`src/sv/skf_pkg.sv`:
```
// Package: shared types and constants of the scalar Kalman filter.
`timescale 1ns / 1ps
`default_nettype none
package skf_pkg;

  localparam int unsigned DATA_W   = 32;
  localparam int unsigned GAIN_W   = 16;
  localparam int unsigned ADDR_W   = 3;
  localparam int unsigned MUL_A_W  = 34;
  localparam int unsigned MUL_B_W  = 18;
  localparam int unsigned MUL_P_W  = MUL_A_W + MUL_B_W;
  localparam int unsigned DIV_STEPS = GAIN_W;
  localparam int unsigned CNT_W    = $clog2(DIV_STEPS);

  localparam logic [DATA_W-1:0] PROCESS_NOISE_RST = 32'd33;
  localparam logic [DATA_W-1:0] MEASURE_NOISE_RST = 32'd655360;
  localparam logic [GAIN_W-1:0] GAIN_MAX          = 16'hFFFF;
  localparam logic [GAIN_W:0]   ONE_Q16           = 17'h10000;

  // register index, taken from paddr[2]
  localparam logic REG_PROCESS_NOISE = 1'b0;
  localparam logic REG_MEASURE_NOISE = 1'b1;

  typedef struct packed {
    logic signed [DATA_W-1:0] measurement;
    logic                     restart;
  } in_t;

  typedef struct packed {
    logic signed [DATA_W-1:0] estimate;
    logic [GAIN_W-1:0]        gain;
  } out_t;

endpackage
`default_nettype wire

```
`src/sv/scalar_kalman_filter_top.sv`:
```
// Top level: scalar Kalman filter with iterative gain divider and shared multiplier.
//
// Usage:
//   Input channel (in_valid/in_ready/in_data) takes one measurement transaction
//   at a time; in_data.restart zeroes estimate and variance before the update.
//   Output channel (out_valid/out_ready/out_data) returns one transaction per
//   input: the new estimate (Q16.16) and the gain used (Q0.16).
//   APB port sets process noise (0x0) and measurement noise (0x4); write only
//   while the filter is idle. pready is tied high, reads return the register.
// Sequence:
//   After an input transaction the filter steps through prediction, the
//   restoring gain divider (one quotient bit per cycle), the estimate and
//   variance products of the shared multiplier, the variance update and a
//   finishing step that loads the result into the output register. in_ready
//   returns high as the result is loaded, so a new measurement is taken only
//   after the last one is through. The divider is skipped when measurement noise is zero.
// Reset and stalls:
//   rst_n (synchronous) clears estimate and variance and restores the default
//   noise values. If out_ready is low, the result waits in the output register
//   and the next input is still accepted; a second finished result waits in
//   the sequencer until the output register frees up.
`timescale 1ns / 1ps
`default_nettype none
module scalar_kalman_filter_top (
  input  wire logic                             clk,
  input  wire logic                             rst_n,
  input  wire logic                             in_valid,
  output logic                                  in_ready,
  input  wire skf_pkg::in_t                     in_data,
  output logic                                  out_valid,
  input  wire logic                             out_ready,
  output skf_pkg::out_t                         out_data,
  input  wire logic                             psel,
  input  wire logic                             penable,
  input  wire logic                             pwrite,
  input  wire logic [skf_pkg::ADDR_W-1:0]       paddr,
  input  wire logic [skf_pkg::DATA_W-1:0]       pwdata,
  output logic [skf_pkg::DATA_W-1:0]            prdata,
  output logic                                  pready
);

  typedef enum logic [6:0] {
    S_IDLE    = 7'b0000001,
    S_PRED    = 7'b0000010,
    S_DIV     = 7'b0000100,
    S_MUL_EST = 7'b0001000,
    S_MUL_VAR = 7'b0010000,
    S_VAR     = 7'b0100000,
    S_DONE    = 7'b1000000
  } state_t;

  state_t state_r, state_nxt;

  logic [skf_pkg::DATA_W-1:0]        pn_r, pn_nxt;
  logic [skf_pkg::DATA_W-1:0]        mn_r, mn_nxt;
  logic signed [skf_pkg::DATA_W-1:0] z_r, z_nxt;
  logic signed [skf_pkg::DATA_W-1:0] ev_r, ev_nxt;
  logic [skf_pkg::DATA_W-1:0]        var_r, var_nxt;
  logic [skf_pkg::DATA_W-1:0]        p_r, p_nxt;
  logic [skf_pkg::DATA_W:0]          s_r, s_nxt;
  logic [skf_pkg::DATA_W+1:0]        rem_r, rem_nxt;
  logic [skf_pkg::GAIN_W-1:0]        q_r, q_nxt;
  logic [skf_pkg::CNT_W-1:0]         cnt_r, cnt_nxt;
  skf_pkg::out_t                     out_r, out_nxt;
  logic                              out_valid_r, out_valid_nxt;

  logic                              cfg_wr;
  logic                              in_acc;
  logic [skf_pkg::DATA_W:0]          psum;
  logic [skf_pkg::DATA_W-1:0]        p_pred;
  logic [skf_pkg::DATA_W+1:0]        rem_sh;
  logic [skf_pkg::DATA_W+2:0]        rem_sub;
  logic signed [skf_pkg::DATA_W:0]   diff;
  logic signed [skf_pkg::MUL_A_W-1:0] mul_a;
  logic signed [skf_pkg::MUL_B_W-1:0] mul_b;
  logic signed [skf_pkg::MUL_P_W-1:0] prod_r;
  logic [skf_pkg::DATA_W-1:0]        prod_q16;

  skf_mul u_mul (
    .clk    (clk),
    .mul_a  (mul_a),
    .mul_b  (mul_b),
    .prod_r (prod_r)
  );

  assign pready    = 1'b1;
  assign cfg_wr    = psel && penable && pwrite;
  assign prdata    = (paddr[2] == skf_pkg::REG_MEASURE_NOISE) ? mn_r : pn_r;
  assign in_ready  = (state_r == S_IDLE);
  assign in_acc    = in_valid && in_ready;
  assign out_valid = out_valid_r;
  assign out_data  = out_r;

  assign psum     = {1'b0, var_r} + {1'b0, pn_r};
  assign p_pred   = psum[skf_pkg::DATA_W] ? '1 : psum[skf_pkg::DATA_W-1:0];
  assign rem_sh   = {rem_r[skf_pkg::DATA_W:0], 1'b0};
  assign rem_sub  = {1'b0, rem_sh} - {2'b00, s_r};
  assign diff     = {z_r[skf_pkg::DATA_W-1], z_r} - {ev_r[skf_pkg::DATA_W-1], ev_r};
  assign prod_q16 = prod_r[skf_pkg::DATA_W+15:16];

  // multiplier operands: gain*diff for the estimate, p*(1-gain) for the variance
  always_comb begin
    if (state_r == S_MUL_VAR) begin
      mul_a = {2'b00, p_r};
      mul_b = {1'b0, skf_pkg::ONE_Q16 - {1'b0, q_r}};
    end else begin
      mul_a = {diff[skf_pkg::DATA_W], diff};
      mul_b = {2'b00, q_r};
    end
  end

  always_comb begin
    state_nxt     = state_r;
    pn_nxt        = pn_r;
    mn_nxt        = mn_r;
    z_nxt         = z_r;
    ev_nxt        = ev_r;
    var_nxt       = var_r;
    p_nxt         = p_r;
    s_nxt         = s_r;
    rem_nxt       = rem_r;
    q_nxt         = q_r;
    cnt_nxt       = cnt_r;
    out_nxt       = out_r;
    out_valid_nxt = out_valid_r;

    if (out_valid_r && out_ready) begin
      out_valid_nxt = 1'b0;
    end

    if (cfg_wr) begin
      if (paddr[2] == skf_pkg::REG_MEASURE_NOISE) begin
        mn_nxt = pwdata;
      end else begin
        pn_nxt = pwdata;
      end
    end

    unique case (state_r)
      S_IDLE: begin
        if (in_acc) begin
          z_nxt = in_data.measurement;
          if (in_data.restart) begin
            ev_nxt  = '0;
            var_nxt = '0;
          end
          state_nxt = S_PRED;
        end
      end
      S_PRED: begin
        p_nxt   = p_pred;
        s_nxt   = {1'b0, p_pred} + {1'b0, mn_r};
        rem_nxt = {2'b00, p_pred};
        cnt_nxt = '0;
        q_nxt   = '0;
        if (mn_r == '0) begin
          // p equals s: gain saturates, or is zero when s is zero
          q_nxt     = (p_pred == '0) ? '0 : skf_pkg::GAIN_MAX;
          state_nxt = S_MUL_EST;
        end else begin
          state_nxt = S_DIV;
        end
      end
      S_DIV: begin
        if (!rem_sub[skf_pkg::DATA_W+2]) begin
          rem_nxt = rem_sub[skf_pkg::DATA_W+1:0];
        end else begin
          rem_nxt = rem_sh;
        end
        q_nxt   = {q_r[skf_pkg::GAIN_W-2:0], ~rem_sub[skf_pkg::DATA_W+2]};
        cnt_nxt = cnt_r + 1'b1;
        if (cnt_r == skf_pkg::CNT_W'(skf_pkg::DIV_STEPS - 1)) begin
          state_nxt = S_MUL_EST;
        end
      end
      S_MUL_EST: begin
        state_nxt = S_MUL_VAR;
      end
      S_MUL_VAR: begin
        ev_nxt    = ev_r + $signed(prod_q16);
        state_nxt = S_VAR;
      end
      S_VAR: begin
        var_nxt   = prod_q16;
        state_nxt = S_DONE;
      end
      S_DONE: begin
        if (!out_valid_r || out_ready) begin
          out_nxt.estimate = ev_r;
          out_nxt.gain     = q_r;
          out_valid_nxt    = 1'b1;
          state_nxt        = S_IDLE;
        end
      end
      default: begin
        state_nxt = S_IDLE;
      end
    endcase
  end

  always_ff @(posedge clk) begin
    if (!rst_n) begin
      state_r     <= S_IDLE;
      pn_r        <= skf_pkg::PROCESS_NOISE_RST;
      mn_r        <= skf_pkg::MEASURE_NOISE_RST;
      ev_r        <= '0;
      var_r       <= '0;
      out_valid_r <= 1'b0;
    end else begin
      state_r     <= state_nxt;
      pn_r        <= pn_nxt;
      mn_r        <= mn_nxt;
      ev_r        <= ev_nxt;
      var_r       <= var_nxt;
      out_valid_r <= out_valid_nxt;
    end
  end

  always_ff @(posedge clk) begin
    z_r   <= z_nxt;
    p_r   <= p_nxt;
    s_r   <= s_nxt;
    rem_r <= rem_nxt;
    q_r   <= q_nxt;
    cnt_r <= cnt_nxt;
    out_r <= out_nxt;
  end

endmodule
`default_nettype wire

```
`src/sv/skf_mul.sv`:
```
// Shared signed multiplier with registered product.
`timescale 1ns / 1ps
`default_nettype none
module skf_mul (
  input  wire logic                                  clk,
  input  wire logic signed [skf_pkg::MUL_A_W-1:0]    mul_a,
  input  wire logic signed [skf_pkg::MUL_B_W-1:0]    mul_b,
  output logic signed      [skf_pkg::MUL_P_W-1:0]    prod_r
);

  logic signed [skf_pkg::MUL_P_W-1:0] prod_nxt;

  assign prod_nxt = mul_a * mul_b;

  always_ff @(posedge clk) begin
    prod_r <= prod_nxt;
  end

endmodule
`default_nettype wire

```
`config.mk`:
```
export PLATFORM = sky130hd
export DESIGN_NAME = scalar_kalman_filter_top
export DESIGN_NICKNAME = d
export VERILOG_FILES = /design/src/sv/skf_pkg.sv /design/src/sv/scalar_kalman_filter_top.sv /design/src/sv/skf_mul.sv
export SDC_FILE = /design/constraint.sdc
export NUM_CORES = 2
export LEC_CHECK = 0
export BUFFER_PORTS_ARGS = -buffer_cell sky130_fd_sc_hd__buf_2
export CAP_MARGIN = 20
export CORE_MARGIN = 1.5
export CORE_UTILIZATION = 61
export CTS_CLUSTER_SIZE = 16
export DETAILED_ROUTE_END_ITERATION = 10
export PLACE_DENSITY = 0.87
export SLEW_MARGIN = 20
export SYNTH_ARGS = -nofsm -noshare
export SYNTH_HDL_FRONTEND = slang
export SYNTH_HIERARCHICAL = 1
export SYNTH_SLANG_ARGS = --single-unit
```
`constraint.sdc`:
```
create_clock -name clk -period 20.6 [get_ports clk]
set_clock_uncertainty 0.2 [all_clocks]
set_input_delay 1.03 -clock clk [delete_from_list [all_inputs] [get_ports clk]]
set_output_delay 1.03 -clock clk [all_outputs]
set_load 0.02 [all_outputs]
```
* After elaboration in Yosys (flattened, before gate mapping)
Index checks and enable logic that the tools add are counted.
** Word-level totals
- Register bits after elaboration :: 382
- Input bits :: 75
- Output and inout bits :: 83
- Logic and storage cells :: 77
** Cells by class
- $add $sub $neg :: 7
- Multiply operators :: 1
- Equal/unequal tests :: 12
- Muxes and demuxes :: 22
- Bitwise operators :: 2
- Reductions and logical operators :: 18
** Operators with widths (count)
- 32-bit two-way mux :: 4
- 32-bit case mux with 2 select lines :: 2
- 32-bit by 32-bit adder with 33-bit output :: 2
- 33-bit case mux with 2 select lines :: 1
- 32-bit logical NOT :: 2
- 7-bit case mux with 7 select lines :: 1
- 34-bit by 18-bit multiplier with 48-bit output :: 1
- 34-bit by 33-bit subtractor with 35-bit output :: 1
- 34-bit two-way mux :: 1
- 33-bit two-way mux :: 1
- 32-bit by 32-bit subtractor with 33-bit output :: 1
- 32-bit adder :: 1
- 16-bit two-way mux :: 2
- 16-bit case mux with 2 select lines :: 1
- 7-bit two-way mux :: 3
- 17-bit two-way mux :: 1
- 17-bit by 16-bit subtractor with 17-bit output, first input constant :: 1
- 3-bit AND reduction :: 3
- 4-bit case mux with 2 select lines :: 1
- 2-bit AND reduction :: 4
- 7-bit by 1-bit == test with 1-bit output, second input constant :: 1
- 7-bit by 2-bit == test with 1-bit output, second input constant :: 1
- 7-bit by 3-bit == test with 1-bit output, second input constant :: 1
- 7-bit by 4-bit == test with 1-bit output, second input constant :: 1
- other kinds (14) :: 24

* Depth between registers and ports, before layout
- Word-level depth :: 6
- Depth in mapped cells :: 37

* By module
Netlist, hierarchy kept.
** Modules (own cells, without submodules)
- skf_mul :: instances 1, cells each 2438, area each 22046.1 um2, sequential area each 1041.0 um2
- scalar_kalman_filter_top :: instances 1, cells each 2302, area each 21131.5 um2, sequential area each 8668.3 um2

* Worst setup path before layout
Ideal clock, no wire load.
- Kind :: reg-to-reg
- From :: register ev_r[2] (netlist bit)
- To :: register u_mul/prod_r[43] (netlist bit)
- Setup time :: 0.093 ns
- Arrival time :: 8.748 ns
- Setup slack :: 11.559 ns
- Cell stages (with the launch flop) :: 33
- Period minus slack after synthesis :: 9.041 ns
- Cells stage by stage :: dfxtp_1 -> inv_1 -> ha_1 -> nor2b_1 -> o31a_1 -> o221a_2 -> o21a_1 -> a31oi_1 -> o21ai_1 -> a221oi_1 -> a21oi_1 -> nor4bb_1 -> nor3_1 -> clkbuf_1 -> nand2_1 -> fa_1 -> inv_1 -> fa_1 -> fa_1 -> fa_1 -> fa_1 -> inv_1 -> fa_1 -> inv_1 -> ha_1 -> and3_1 -> and2_1 -> a221oi_1 -> o21ai_0 -> o211ai_1 -> a32oi_2 -> a2111o_1 -> o311ai_2
** Between the ends
- Cells in the longest elaborated chain, start to end :: 3
** Ends and longest elaborated chain
- start, declared :: line scalar_kalman_filter_top.sv:57 : logic signed [skf_pkg::DATA_W-1:0] ev_r, ev_nxt;
- start signal, assigned :: line scalar_kalman_filter_top.sv:213 : ev_r <= ev_nxt;
- 32-bit by 32-bit subtractor with 33-bit output :: line scalar_kalman_filter_top.sv:98 : assign diff = {z_r[skf_pkg::DATA_W-1], z_r} - {ev_r[skf_pkg::DATA_W-1], ev_r};
- 34-bit two-way mux :: line scalar_kalman_filter_top.sv:103 : if (state_r == S_MUL_VAR) begin
- net mul_a, one bit :: line scalar_kalman_filter_top.sv:74 : logic signed [skf_pkg::MUL_A_W-1:0] mul_a;
- 34-bit by 18-bit multiplier with 48-bit output :: line skf_mul.sv:13 : assign prod_nxt = mul_a * mul_b;
- net u_mul.prod_nxt, one bit :: line skf_mul.sv:11 : logic signed [skf_pkg::MUL_P_W-1:0] prod_nxt;
- end signal, assigned :: line skf_mul.sv:16 : prod_r <= prod_nxt;
- end, declared :: line skf_mul.sv:8 : output logic signed [skf_pkg::MUL_P_W-1:0] prod_r
The timed path passes the listed nets, and every way through them passes these cells.
A chain may end at the register's enable or synchronous reset.

* Worst setup path in the final report
- From :: register ev_r[1] (netlist bit)
- To :: register u_mul/prod_r[47] (netlist bit)
The elaborated chain is that of the path after synthesis.

==> results.cfg <==
[cells_and_area]
multiInputGateArea_mm2 = 0.0292
fillers = 5085
register_area_mm2 = 0.00931
antennaDiodeCount = 0
fin_area_mm2 = 0.0449
area_growth_pct = 7.51
drive_gt1_share_pct = 8.09
nets = 5578

[routing]
drt-pass1-iter-count = 6
via_per_inst = 6.16
initialDrtViolationCount = 3924
vias = 34200
drc_errors = 0
wl_per_cell_um = 20.6
ant_nets = 0
routed_wl_mm = 114

[logic_synthesis]
ys_warn_count = 6
syn_inst = 4600
synth.avg_cell_area_um2 = 9.07
syn_area_mm2 = 0.0417

[worst_setup_path]
path_max_fanout = 18
critical_path.startpoint_type = register
crit_top_cell = fa_1
cp_num_buf_inv = 5
crit_type = reg -> reg
cp_top_family = compound AO/OA/AOI/OAI gates
worst_setup_path_end_kind = register
required_ns = 20.84
max_stage_delay_ns = 0.82
critPathSlowestCell = o21ai_2
worstPathArrival_ns = 11.10

[run_status]
status = completed

[timing]
hold_violations = 0
slew_viol_final = 0
maxSlewHeadroom_pct = 22.6
tns_ns = 0
fin_crit_ns = 10.87
max_clock_freq_mhz = 92.0
worst_pin_slew_ns = 1.16
rsz0062_at_grt = false
finalCritPeriodShare_pct = 52.8
setup_viol = 0

[clock_network]
hold_buffers = 0
cts-resized-gates = 0
post-cts-setup-buffers = 0
clock-sinks = 366
clkLatencyLatePin_ns = 0.56
cts_tree = done
numCtsBuffers = 38
path_clk_slew_ns = 0.06
htree_num_levels = 2
clockRootBuffer = clkbuf_16
clock_path_buffers = 3

[floorplanning]
fp.dieH_um = 265
die_w_um = 265
fp-row-count = 95
io_pins = 158
core_area_mm2 = 0.0674
dieArea_mm2 = 0.0700
initial_core_util_pct = 61.9

[placed_design]
port_buffers = 154
place_area_mm2 = 0.0435
gp_congestion = 0.981
hpwl_mm = 86.7

[worst_hold_path]
hold_path_class = reg -> reg

[job]
maxCapViolations = 0

[global_route]
grt_max_degree = 67
grt_pass1_vias = 34400
grt-ovfl-total = 0
track_usage_pct = 33.1
antenna_found_initial = 1
grt_pass1_wl_mm = 182
==> placed cells by master, fill, tap and decap left out, drive strengths merged, types with 10 or more instances in the layout <==
cell type / n
ha: 282
nand4: 23
nand2b: 41
nor3: 48
nand2: 633
edfxtp: 198
o22ai: 15
or2: 12
o311ai: 10
and2: 259
a211oi: 37
a21boi: 11
mux2: 32
inv: 746
dfxtp: 168
nor2: 233
nor2b: 25
clkinv: 14
o21bai: 17
fa: 567
or3: 10
buf: 207
o21a: 56
o31ai: 20
a21oi: 241
xor2: 60
nor4: 19
a22oi: 52
xnor2: 100
o31a: 11
o211ai: 19
nand3: 58
a31oi: 32
a21o: 88
and3: 25
clkbuf: 45
o21ai: 121
==> worst register-to-register path: cells and delay by family, from the launching register on <==
family | cells | cell delay [ns]
adder cells (fa/ha/maj) | 8 | 3.76
buffers and inverters | 5 | 0.31
flip-flops | 1 | 0.48
AO/OA/AOI/OAI | 12 | 4.68
AND/OR/NAND/NOR | 4 | 1.07
XOR/XNOR | 2 | 0.26
==> flip-flops by register name (all words and copies together) (netlist names) <==
name / count
mn_r: 32
state_r: 7
z_r: 32
cnt_r: 4
out_valid: 1
out_data: 48
p_r: 32
rem_r: 33
pn_r: 32
s_r: 33
var_r: 32
ev_r: 32
u_mul/prod_r: 32
q_r: 16
==> layer usage <==
| metal | track usage (%) | vias up | part of all wire [%] |
|---|---|---|---|
| met3 | 5.23 | 424 | 9.9 |
| met1 | 44.6 | 16700 | 39 |
| met4 | 14.1 | 0 | 4.7 |
| met5 | 0 | - | 0 |
| li1 | - | 15100 | - |
| met2 | 53.3 | 2049 | 46 |
==> cell type report <==
type	instances	share of cell area, %
tap	873	2.43
sequential	366	20.8
clock inverter	23	0.597
clock buffer	45	2.27
inverter	746	6.24
timing repair buffer	207	2.65
multi-input combinational	3295	65.0
==> through the flow <==
step	std cells	hold slack [ns]	utilization [%]	setup slack, ns
floorplan	4604	0.230	-	11.69
global placement	5486	0.265	64.6	10.29
detailed placement	5486	0.259	64.6	10.13
CTS	5554	0.282	66.5	10.09
global route	5555	0.297	66.6	9.25
finish	5555	0.282	66.6	9.73
==> path summary, 6_finish.rpt <==
kind | startpoint | to | slack, ns | cells after the start
hold reg to reg | ev_r[31] | out_data[47] | 0.28 | 0
setup reg to reg | ev_r[1] | u_mul/prod_r[47] | 9.73 | 31
hold / removal | ev_r[31] | out_data[47] | 0.28 | 0
setup / recovery | ev_r[1] | u_mul/prod_r[47] | 9.73 | 31
Power is not shown: default switching activity piles up to over one toggle a cycle in this logic, so the estimate is an artifact.
